===== config.mk =====
export PLATFORM = sky130hd
export DESIGN_NAME = rate_monotonic_tick_scheduler_top
export DESIGN_NICKNAME = d
export VERILOG_FILES = /design/src/hw/rtl/rmts_pkg.sv /design/src/hw/rtl/rmts_cell.sv /design/src/hw/rtl/rmts_out_fifo.sv /design/src/hw/rtl/rate_monotonic_tick_scheduler_top.sv
export SDC_FILE = /design/constraint.sdc
export NUM_CORES = 2
export LEC_CHECK = 0
export BUFFER_PORTS_ARGS = -buffer_cell sky130_fd_sc_hd__buf_4
export CAP_MARGIN = 0
export CORE_AREA = 5 5 320 322
export CTS_CLUSTER_SIZE = 10
export DETAILED_ROUTE_END_ITERATION = 16
export DIE_AREA = 0 0 325 327
export PLACE_DENSITY = 0.56
export SLEW_MARGIN = 20
export SYNTH_ARGS = -nofsm -noshare
export SYNTH_HDL_FRONTEND = slang
export SYNTH_SLANG_ARGS = --single-unit

===== constraint.sdc =====
create_clock -name clk -period 31.1 [get_ports clk]
set_clock_uncertainty 0.1 [all_clocks]
set_input_delay 4.665 -clock clk [delete_from_list [all_inputs] [get_ports clk]]
set_output_delay 4.665 -clock clk [all_outputs]
set_load 0.01 [all_outputs]

===== src/hw/rtl/rmts_pkg.sv =====
// ----------------------------------------------------------------------------
// Rate monotonic tick scheduler package
// Shared constants, register codes and types for the scheduler modules.
// ----------------------------------------------------------------------------
package rmts_pkg;

  localparam int MAX_TASKS       = 8;
  localparam int TIME_BITS       = 16;
  localparam int TASK_IDX_BITS   = 3;
  localparam int TASK_COUNT_BITS = 4;
  localparam int CFG_IDX_BITS    = 3;
  localparam int CFG_DATA_BITS   = 64;
  localparam int FIELD_BITS      = 16;

  // Result queue geometry.
  localparam int OQ_DEPTH    = 4;
  localparam int OQ_PTR_BITS = $clog2(OQ_DEPTH);
  localparam int OQ_CNT_BITS = $clog2(OQ_DEPTH + 1);

  typedef logic [TIME_BITS-1:0]     tick_t;
  typedef logic [TASK_IDX_BITS-1:0] task_idx_t;

  // Configuration register indexes.
  typedef enum logic [CFG_IDX_BITS-1:0] {
    CFG_TASK_COUNT   = 3'd0,
    CFG_HYPER_PERIOD = 3'd1,
    CFG_PERIODS_LO   = 3'd2,
    CFG_PERIODS_HI   = 3'd3,
    CFG_BURSTS_LO    = 3'd4,
    CFG_BURSTS_HI    = 3'd5
  } cfg_reg_t;

  // Best candidate handed from one task cell to the next.
  typedef struct packed {
    logic      valid;
    tick_t     period;
    task_idx_t idx;
  } best_t;

  // Per-tick control broadcast to every task cell.
  typedef struct packed {
    logic      tick;
    logic      clear;
    logic      sel_valid;
    task_idx_t sel_idx;
  } cell_ctrl_t;

  // One result item.
  typedef struct packed {
    logic      is_idle;
    task_idx_t task_index;
    tick_t     interval_start;
    tick_t     interval_end;
    logic      round_end;
    logic      last_result;
  } result_t;

endpackage


===== src/hw/rtl/rmts_cell.sv =====
// ----------------------------------------------------------------------------
// Rate monotonic task cell
// Holds one task's release countdown and remaining burst, and passes the
// best ready candidate so far along the chain.
// ----------------------------------------------------------------------------
module rmts_cell
  import rmts_pkg::*;
(
  input  logic       clk,
  input  logic       rst_n,
  input  cell_ctrl_t ctrl,
  input  task_idx_t  cell_idx,
  input  logic       en,
  input  tick_t      burst_cfg,
  input  tick_t      period_eff,
  input  best_t      best_in,
  output best_t      best_out
);

  tick_t rb_r, rb_nxt;
  tick_t cd_r, cd_nxt;
  tick_t rb_rel;
  logic  ready;
  logic  selected;

  // Remaining burst after this tick's release, before the run decrement.
  assign rb_rel   = (cd_r == '0) ? burst_cfg : rb_r;
  assign ready    = en && (rb_rel != '0);
  assign selected = ctrl.sel_valid && (ctrl.sel_idx == cell_idx);

  always_comb begin
    best_out = best_in;
    if (ready && (!best_in.valid || (period_eff < best_in.period))) begin
      best_out.valid  = 1'b1;
      best_out.period = period_eff;
      best_out.idx    = cell_idx;
    end
  end

  always_comb begin
    rb_nxt = rb_r;
    cd_nxt = cd_r;
    if (ctrl.clear) begin
      rb_nxt = '0;
      cd_nxt = '0;
    end else if (ctrl.tick && en) begin
      rb_nxt = selected ? (rb_rel - tick_t'(1)) : rb_rel;
      cd_nxt = (cd_r == '0) ? (period_eff - tick_t'(1)) : (cd_r - tick_t'(1));
    end
  end

  always_ff @(posedge clk) begin
    if (!rst_n) begin
      rb_r <= '0;
      cd_r <= '0;
    end else begin
      rb_r <= rb_nxt;
      cd_r <= cd_nxt;
    end
  end

endmodule


===== src/hw/rtl/rmts_out_fifo.sv =====
// ----------------------------------------------------------------------------
// Rate monotonic result queue
// Small queue that takes up to two result items per cycle and hands out one per cycle while the reader is ready.
// ----------------------------------------------------------------------------
module rmts_out_fifo
  import rmts_pkg::*;
(
  input  logic        clk,
  input  logic        rst_n,
  input  logic [1:0]  push_cnt,
  input  result_t     push_a,
  input  result_t     push_b,
  output logic        space_ok,
  output logic        pop_valid,
  input  logic        pop_ready,
  output result_t     pop_data
);

  result_t                mem_r [OQ_DEPTH];
  logic [OQ_PTR_BITS-1:0] wr_ptr_r, wr_ptr_nxt;
  logic [OQ_PTR_BITS-1:0] rd_ptr_r, rd_ptr_nxt;
  logic [OQ_CNT_BITS-1:0] count_r, count_nxt;
  logic                   pop;
  logic [OQ_PTR_BITS-1:0] wr_ptr_b;

  // Room for the worst case of two results from one tick.
  assign space_ok  = count_r <= OQ_CNT_BITS'(OQ_DEPTH - 2);
  assign pop_valid = count_r != '0;
  assign pop_data  = mem_r[rd_ptr_r];
  assign pop       = pop_valid && pop_ready;
  assign wr_ptr_b  = wr_ptr_r + OQ_PTR_BITS'(1);

  always_comb begin
    wr_ptr_nxt = wr_ptr_r + OQ_PTR_BITS'(push_cnt);
    rd_ptr_nxt = rd_ptr_r + OQ_PTR_BITS'(pop);
    count_nxt  = count_r + OQ_CNT_BITS'(push_cnt) - OQ_CNT_BITS'(pop);
  end

  always_ff @(posedge clk) begin
    if (push_cnt != 2'd0) begin
      mem_r[wr_ptr_r] <= push_a;
    end
    if (push_cnt == 2'd2) begin
      mem_r[wr_ptr_b] <= push_b;
    end
  end

  always_ff @(posedge clk) begin
    if (!rst_n) begin
      wr_ptr_r <= '0;
      rd_ptr_r <= '0;
      count_r  <= '0;
    end else begin
      wr_ptr_r <= wr_ptr_nxt;
      rd_ptr_r <= rd_ptr_nxt;
      count_r  <= count_nxt;
    end
  end

endmodule


===== src/hw/rtl/rate_monotonic_tick_scheduler_top.sv =====
// ----------------------------------------------------------------------------
// Rate monotonic tick scheduler, top level
// Results of an accepted tick item are written into the result queue and
// are presented on out_ from there; a tick's second result follows its first.
// Throughput: one tick item per clock through the combinational task cell
// chain; input stalls only while the four-entry result queue has fewer than
// two free slots. Reset (synchronous, rst_n low) restores the default
// configuration, clears the round state and empties the queue.
// ----------------------------------------------------------------------------
module rate_monotonic_tick_scheduler_top
  import rmts_pkg::*;
(
  input  logic                     clk,
  input  logic                     rst_n,

  input  logic                     cfg_valid,
  output logic                     cfg_ready,
  input  logic [CFG_IDX_BITS-1:0]  cfg_index,
  input  logic [CFG_DATA_BITS-1:0] cfg_data,

  input  logic                     in_valid,
  output logic                     in_ready,
  input  logic                     in_restart,

  output logic                     out_valid,
  input  logic                     out_ready,
  output logic                     out_is_idle,
  output logic [2:0]               out_task_index,
  output logic [15:0]              out_interval_start,
  output logic [15:0]              out_interval_end,
  output logic                     out_round_end,
  output logic                     out_last_result
);

  // --------------------------------------------------------------------------
  // Configuration registers. Writes are always taken; indexes past the
  // register list are ignored.
  // --------------------------------------------------------------------------
  logic [TASK_COUNT_BITS-1:0] task_count_r;
  tick_t                      hyper_period_r;
  logic [CFG_DATA_BITS-1:0]   periods_lo_r, periods_hi_r;
  logic [CFG_DATA_BITS-1:0]   bursts_lo_r, bursts_hi_r;

  assign cfg_ready = 1'b1;

  always_ff @(posedge clk) begin
    if (!rst_n) begin
      task_count_r   <= TASK_COUNT_BITS'(1);
      hyper_period_r <= tick_t'(1);
      periods_lo_r   <= 64'h0001_0001_0001_0001;
      periods_hi_r   <= 64'h0001_0001_0001_0001;
      bursts_lo_r    <= '0;
      bursts_hi_r    <= '0;
    end else if (cfg_valid && cfg_ready) begin
      case (cfg_reg_t'(cfg_index))
        CFG_TASK_COUNT:   task_count_r   <= cfg_data[TASK_COUNT_BITS-1:0];
        CFG_HYPER_PERIOD: hyper_period_r <= cfg_data[TIME_BITS-1:0];
        CFG_PERIODS_LO:   periods_lo_r   <= cfg_data;
        CFG_PERIODS_HI:   periods_hi_r   <= cfg_data;
        CFG_BURSTS_LO:    bursts_lo_r    <= cfg_data;
        CFG_BURSTS_HI:    bursts_hi_r    <= cfg_data;
        default: ;
      endcase
    end
  end

  // A task count of zero acts as one; counts above the cell row saturate.
  logic [TASK_COUNT_BITS-1:0] n_eff;
  always_comb begin
    if (task_count_r == '0) begin
      n_eff = TASK_COUNT_BITS'(1);
    end else if (task_count_r > TASK_COUNT_BITS'(MAX_TASKS)) begin
      n_eff = TASK_COUNT_BITS'(MAX_TASKS);
    end else begin
      n_eff = task_count_r;
    end
  end

  // --------------------------------------------------------------------------
  // Round state: time, the running task and where its segment began.
  // --------------------------------------------------------------------------
  tick_t     time_r, time_nxt;
  logic      run_valid_r, run_valid_nxt;
  task_idx_t run_task_r, run_task_nxt;
  tick_t     seg_r, seg_nxt;

  logic       accept;
  logic       tick;
  logic       space_ok;
  cell_ctrl_t ctrl;
  best_t      best_chain [MAX_TASKS+1];

  assign in_ready = space_ok;
  assign accept   = in_valid && in_ready;
  assign tick     = accept && !in_restart;

  // --------------------------------------------------------------------------
  // Task cell chain. Cell 0 sees an empty candidate; each cell replaces the
  // candidate only with a strictly shorter period, so ties stay with the
  // lowest index. The winner at the end of the chain runs this tick.
  // --------------------------------------------------------------------------
  logic [2*CFG_DATA_BITS-1:0] periods_all, bursts_all;
  assign periods_all   = {periods_hi_r, periods_lo_r};
  assign bursts_all    = {bursts_hi_r, bursts_lo_r};
  assign best_chain[0] = '0;

  for (genvar gi = 0; gi < MAX_TASKS; gi++) begin : g_cell
    tick_t period_raw;
    tick_t period_eff;
    tick_t burst_cfg;
    logic  en;

    assign period_raw = periods_all[gi*FIELD_BITS +: TIME_BITS];
    assign period_eff = (period_raw == '0) ? tick_t'(1) : period_raw;
    assign burst_cfg  = bursts_all[gi*FIELD_BITS +: TIME_BITS];
    assign en         = n_eff >= TASK_COUNT_BITS'(gi + 1);

    rmts_cell u_cell (
      .clk        (clk),
      .rst_n      (rst_n),
      .ctrl       (ctrl),
      .cell_idx   (task_idx_t'(gi)),
      .en         (en),
      .burst_cfg  (burst_cfg),
      .period_eff (period_eff),
      .best_in    (best_chain[gi]),
      .best_out   (best_chain[gi+1])
    );
  end

  // --------------------------------------------------------------------------
  // Interval bookkeeping for the tick.
  // --------------------------------------------------------------------------
  logic      sel_valid;
  task_idx_t sel_idx;
  logic      change;
  logic      r1_fire;
  logic      round_done;
  tick_t     next_time;
  tick_t     hp_eff;
  result_t   res_switch, res_round;
  result_t   push_a, push_b;
  logic [1:0] push_cnt;

  assign sel_valid = best_chain[MAX_TASKS].valid;
  assign sel_idx   = best_chain[MAX_TASKS].idx;
  assign change    = (sel_valid != run_valid_r) ||
                     (sel_valid && (sel_idx != run_task_r));
  // An idle stretch that covered no ticks is not reported.
  assign r1_fire   = change && (run_valid_r || (time_r > seg_r));

  assign next_time  = time_r + tick_t'(1);
  assign hp_eff     = (hyper_period_r == '0) ? tick_t'(1) : hyper_period_r;
  // The round also ends if the time counter would wrap.
  assign round_done = (next_time == '0) || (next_time >= hp_eff);

  always_comb begin
    seg_nxt       = seg_r;
    run_valid_nxt = run_valid_r;
    run_task_nxt  = run_task_r;
    if (change) begin
      seg_nxt       = time_r;
      run_valid_nxt = sel_valid;
      run_task_nxt  = sel_valid ? sel_idx : '0;
    end
  end

  always_comb begin
    res_switch.is_idle        = !run_valid_r;
    res_switch.task_index     = run_valid_r ? run_task_r : '0;
    res_switch.interval_start = seg_r;
    res_switch.interval_end   = time_r;
    res_switch.round_end      = 1'b0;
    res_switch.last_result    = !round_done;

    res_round.is_idle         = !run_valid_nxt;
    res_round.task_index      = run_valid_nxt ? run_task_nxt : '0;
    res_round.interval_start  = seg_nxt;
    res_round.interval_end    = next_time;
    res_round.round_end       = 1'b1;
    res_round.last_result     = 1'b1;

    push_a   = r1_fire ? res_switch : res_round;
    push_b   = res_round;
    push_cnt = 2'd0;
    if (tick) begin
      push_cnt = {1'b0, r1_fire} + {1'b0, round_done};
    end
  end

  // Cells clear on a restart item and at the end of a round.
  always_comb begin
    ctrl.tick      = tick;
    ctrl.clear     = accept && (in_restart || round_done);
    ctrl.sel_valid = sel_valid;
    ctrl.sel_idx   = sel_idx;
  end

  always_comb begin
    time_nxt = time_r;
    if (accept) begin
      if (in_restart || round_done) begin
        time_nxt = '0;
      end else begin
        time_nxt = next_time;
      end
    end
  end

  always_ff @(posedge clk) begin
    if (!rst_n) begin
      time_r      <= '0;
      run_valid_r <= 1'b0;
      run_task_r  <= '0;
      seg_r       <= '0;
    end else begin
      time_r <= time_nxt;
      if (accept) begin
        if (in_restart || round_done) begin
          run_valid_r <= 1'b0;
          run_task_r  <= '0;
          seg_r       <= '0;
        end else begin
          run_valid_r <= run_valid_nxt;
          run_task_r  <= run_task_nxt;
          seg_r       <= seg_nxt;
        end
      end
    end
  end

  // --------------------------------------------------------------------------
  // Result queue. It decouples the output side, so ticks keep flowing while
  // a finished result waits to be taken, as long as two slots stay free.
  // --------------------------------------------------------------------------
  result_t pop_data;

  rmts_out_fifo u_out_fifo (
    .clk       (clk),
    .rst_n     (rst_n),
    .push_cnt  (push_cnt),
    .push_a    (push_a),
    .push_b    (push_b),
    .space_ok  (space_ok),
    .pop_valid (out_valid),
    .pop_ready (out_ready),
    .pop_data  (pop_data)
  );

  assign out_is_idle        = pop_data.is_idle;
  assign out_task_index     = pop_data.task_index;
  assign out_interval_start = pop_data.interval_start;
  assign out_interval_end   = pop_data.interval_end;
  assign out_round_end      = pop_data.round_end;
  assign out_last_result    = pop_data.last_result;

endmodule


==> flow_summary.ini <==
[clock_network]
postCtsResizedCells = 0
cts.sinks = 727
htree_num_levels = 3
clock_path_buffers = 3
clock_latency_ps = 660
cts_inserted_buffers = 88
cts_setup_buffers = 0
worst_setup_hold_path_clk_slew_ps = 50
cts_tree = yes
clock_tree.root_cell = sky130_fd_sc_hd__clkbuf_16
cts_hold_repair.buffers = 0

[global_route]
grt_pass1_wl_um = 235500
first_global_vias = 38960
antenna_found_initial = 0
grt.overflow.total = 0
grt_max_degree = 108
groute.usage.overall_pct = 27.59

[timing]
setup_repair_after_global_routing_missed_its_margin = no
timing.final.setup_violations = 0
finalMaxSlewViolations = 0
final-hold-violation-count = 0
max_slew.worst_pin.slew_ps = 1119
final_min_period_over_clock_period_pct = 77.69
final.min_clock_period_ps = 24160
relSlewSlack_pct = 25.10
max_clock_freq_mhz = 41.39
setup_total_negative_slack_ps = 0

[logic_synthesis]
synth_async_sr_flop_share_pct = 0
post-synth-top-area-fraction_pct = 26.37
synthCells = 5596
yosys-top-cells-area = sky130_fd_sc_hd__dfxtp_1 26%, sky130_fd_sc_hd__edfxtp_1 9.8%, sky130_fd_sc_hd__nand2_1 8.8%
synth_ff_type = sky130_fd_sc_hd__dfxtp_1
ys.warnings.count = 0
synth_edf_count = 144
ys_types = 108
synth_fp_nets = 5831
synth-seq-cells = 727
netlist_area_um2 = 44250
ys_top_cells_by_count = 1033 x sky130_fd_sc_hd__nand2_1, 583 x sky130_fd_sc_hd__dfxtp_1, 443 x sky130_fd_sc_hd__nor2_1, 400 x sky130_fd_sc_hd__clkbuf_1, 389 x sky130_fd_sc_hd__o21ai_0
avgSynthCellArea_um2 = 7.908
yosysTopAreaCell = sky130_fd_sc_hd__dfxtp_1
synth.most_common_cell = sky130_fd_sc_hd__nand2_1
seq_area_frac_synth_pct = 36.14

[floorplan]
coreArea_um2 = 99280
fp-row-count = 116
die_width_um = 325
floorplan.initialDensity_pct = 44.58
io-pin-count = 114
fp.dieArea_um2 = 106300
fp.dieH_um = 327

[setup_path]
cp_max_fo = 32
crit_type = reg -> reg
slowest_stage = sky130_fd_sc_hd__and2_1
path_common_cell = sky130_fd_sc_hd__nor2_1
cp_slowest_stage_delay_ps = 790
cp-end-kind = flip-flop
timing.critical_path.required_ps = 31350
data_arrival_time_of_the_critical_path_ps = 24410
critPathLaunchType = flip-flop

[cells_and_area]
areaGrowthSynthToFinish_pct = 9.378
finish.net_count = 5670
num_antenna_cells = 0
utilization_pct = 48.76
drive_gt1_share_pct = 8.711
fin_area_um2 = 48400

[place]
numPortBuffers = 112
place.gp.congestion = 0.9211
detailedPlacementHpwl_um = 105300
postPlaceCellArea_um2 = 45780

[detailed_routing]
detail_route.iter0.violations = 3473
drc_errors = 0
postRouteAntennaNets = 0
post_drt_via_cell_ratio = 6.084
drt_pre_antenna_iters = 7
post_drt_wl_per_cell_um = 22.46
routed_wirelength_um = 152400
detailroute.via_count = 41280

[power_and_ir_drop]
p_int_mw = 2.144
power.clock.fraction_pct = 26.2
power.total_mw = 3.704
total_switching_power_mw = 1.560
power.leakage_nw = 17.23
peakVddDrop_mv = 0.1434
share_seq_of_total_power_pct = 28.7
power_switching_share_pct = 42.12
p_per_cell_area_nw_per_um2 = 76.52
combinational_group_share_of_total_power_pct = 45.1

[outcome]
status = finished clean

[min_path]
holdCritPathClass = reg -> reg

[flow_run]
maxCapViolCount = 0
[per-layer routing]
layer  routed length, um  global-route usage (%)  share of wire (%)
met5                   0                       0                  0
met4                5781                   10.21                3.8
met3                9111                   4.073                6.0
met2               70860                   46.27                 46
met1               66650                   36.27                 44
[cell families (layout without fill, tap and decap cells)]
group	Yosys count	after routing	share of synthesized area [%]
AND/OR/NAND/NOR	2271	2271	23.89
other	1	1	0.008474
flip-flops	727	727	36.14
AO/OA/AOI/OAI	1634	1634	24.32
buffers and inverters	583	474	5.030
multiplexers	188	188	5.417
XOR/XNOR	30	30	0.5937
adder cells (fa/ha/maj)	162	162	4.597
[area by class of cell]
cell class              instances  area [um2]
multi-input cells            4286       26190
clock buffers                 134        2527
clock inverters                 8       88.84
flip-flops and latches        727       16000
fillers                      9712       50870
inverters                     139       521.8
well taps                    1298        1624
repair buffers                193        1453
[power groups by stage]
stage               combinational, mW  sequential (mW)  clock, mW
CTS                              1.67             1.06      0.990
global placement                 1.66             1.08          0
global route                     1.83             1.07       1.03
finish                           1.67             1.06      0.969
detailed placement               1.66             1.08          0
floorplan                        1.20             1.06          0
[worst paths after layout]
kind	slack, ps	cells after the start	from	end
worst min register to register	350	2	g_cell[1].u_cell.rb_r[0]$_SDFFE_PP0P_	g_cell[1].u_cell.rb_r[0]$_SDFFE_PP0P_
worst max-delay path	6940	95	g_cell[0].u_cell.cd_r[2]$_SDFFE_PP0P_	u_out_fifo.mem_r[0][26]$_DFFE_PP_
worst min-delay path	350	2	g_cell[1].u_cell.rb_r[0]$_SDFFE_PP0P_	g_cell[1].u_cell.rb_r[0]$_SDFFE_PP0P_
worst max register to register	6940	95	g_cell[0].u_cell.cd_r[2]$_SDFFE_PP0P_	u_out_fifo.mem_r[0][26]$_DFFE_PP_
[state kept, by name, indices dropped and copies added (netlist names)]
register	count
u_out_fifo.mem_r	152
g_cell.u_cell.cd_r	128
g_cell.u_cell.rb_r	128
bursts_hi_r	64
bursts_lo_r	64
periods_hi_r	64
periods_lo_r	64
hyper_period_r	16
seg_r	16
time_r	16
task_count_r	4
run_task_r	3
u_out_fifo.count_r	3
u_out_fifo.rd_ptr_r	2
u_out_fifo.wr_ptr_r	2
run_valid_r	1
[stage by stage]
| step | setup slack [ps] | hold WS, ps | std cells |
|---|---|---|---|
| 3_3_place_gp | 7971 | 337.5 | 6642 |
| 3_5_place_dp | 7427 | 344.5 | 6642 |
| 4_1_cts | 7295 | 352.1 | 6784 |
| 5_1_grt | 4906 | 364.1 | 6785 |
| 2_1_floorplan | 8259 | 331.0 | 5596 |
| 6_report | 6939 | 346.4 | 6785 |
[placed cells by master, fill, tap and decap left out, types with 43 or more instances in the layout]
| cell type | synthesis | final |
|---|---|---|
| sky130_fd_sc_hd__nor3_1 | 150 | 147 |
| sky130_fd_sc_hd__edfxtp_1 | 144 | 144 |
| sky130_fd_sc_hd__nand3_1 | 100 | 98 |
| sky130_fd_sc_hd__nor2_1 | 443 | 427 |
| sky130_fd_sc_hd__clkbuf_16 | 0 | 90 |
| sky130_fd_sc_hd__a211oi_1 | 60 | 60 |
| sky130_fd_sc_hd__mux2i_1 | 118 | 118 |
| sky130_fd_sc_hd__ha_1 | 161 | 161 |
| sky130_fd_sc_hd__or3_1 | 47 | 46 |
| sky130_fd_sc_hd__a21boi_0 | 273 | 273 |
| sky130_fd_sc_hd__o22ai_1 | 44 | 44 |
| sky130_fd_sc_hd__buf_4 | 2 | 191 |
| sky130_fd_sc_hd__a21o_1 | 43 | 43 |
| sky130_fd_sc_hd__nor4_1 | 75 | 75 |
| sky130_fd_sc_hd__nand4_1 | 53 | 53 |
| sky130_fd_sc_hd__a31oi_1 | 69 | 69 |
| sky130_fd_sc_hd__and3_1 | 74 | 73 |
| sky130_fd_sc_hd__nor2b_1 | 44 | 44 |
| sky130_fd_sc_hd__inv_1 | 139 | 139 |
| sky130_fd_sc_hd__dfxtp_1 | 583 | 581 |
| sky130_fd_sc_hd__nand2_1 | 1033 | 1033 |
| sky130_fd_sc_hd__a22o_1 | 83 | 83 |
| sky130_fd_sc_hd__o21ai_0 | 389 | 388 |
| sky130_fd_sc_hd__a21oi_1 | 347 | 346 |
[critical path: cells and delay by family, from the launching register on]
family | cells | cell delay [ps]
AO/OA/AOI/OAI | 48 | 10320
AND/OR/NAND/NOR | 24 | 6290
buffers and inverters | 10 | 2740
adder cells (fa/ha/maj) | 8 | 2470
multiplexers | 4 | 1340
flip-flops | 1 | 320
XOR/XNOR | 1 | 200
Power figures use the tool's default switching activity.
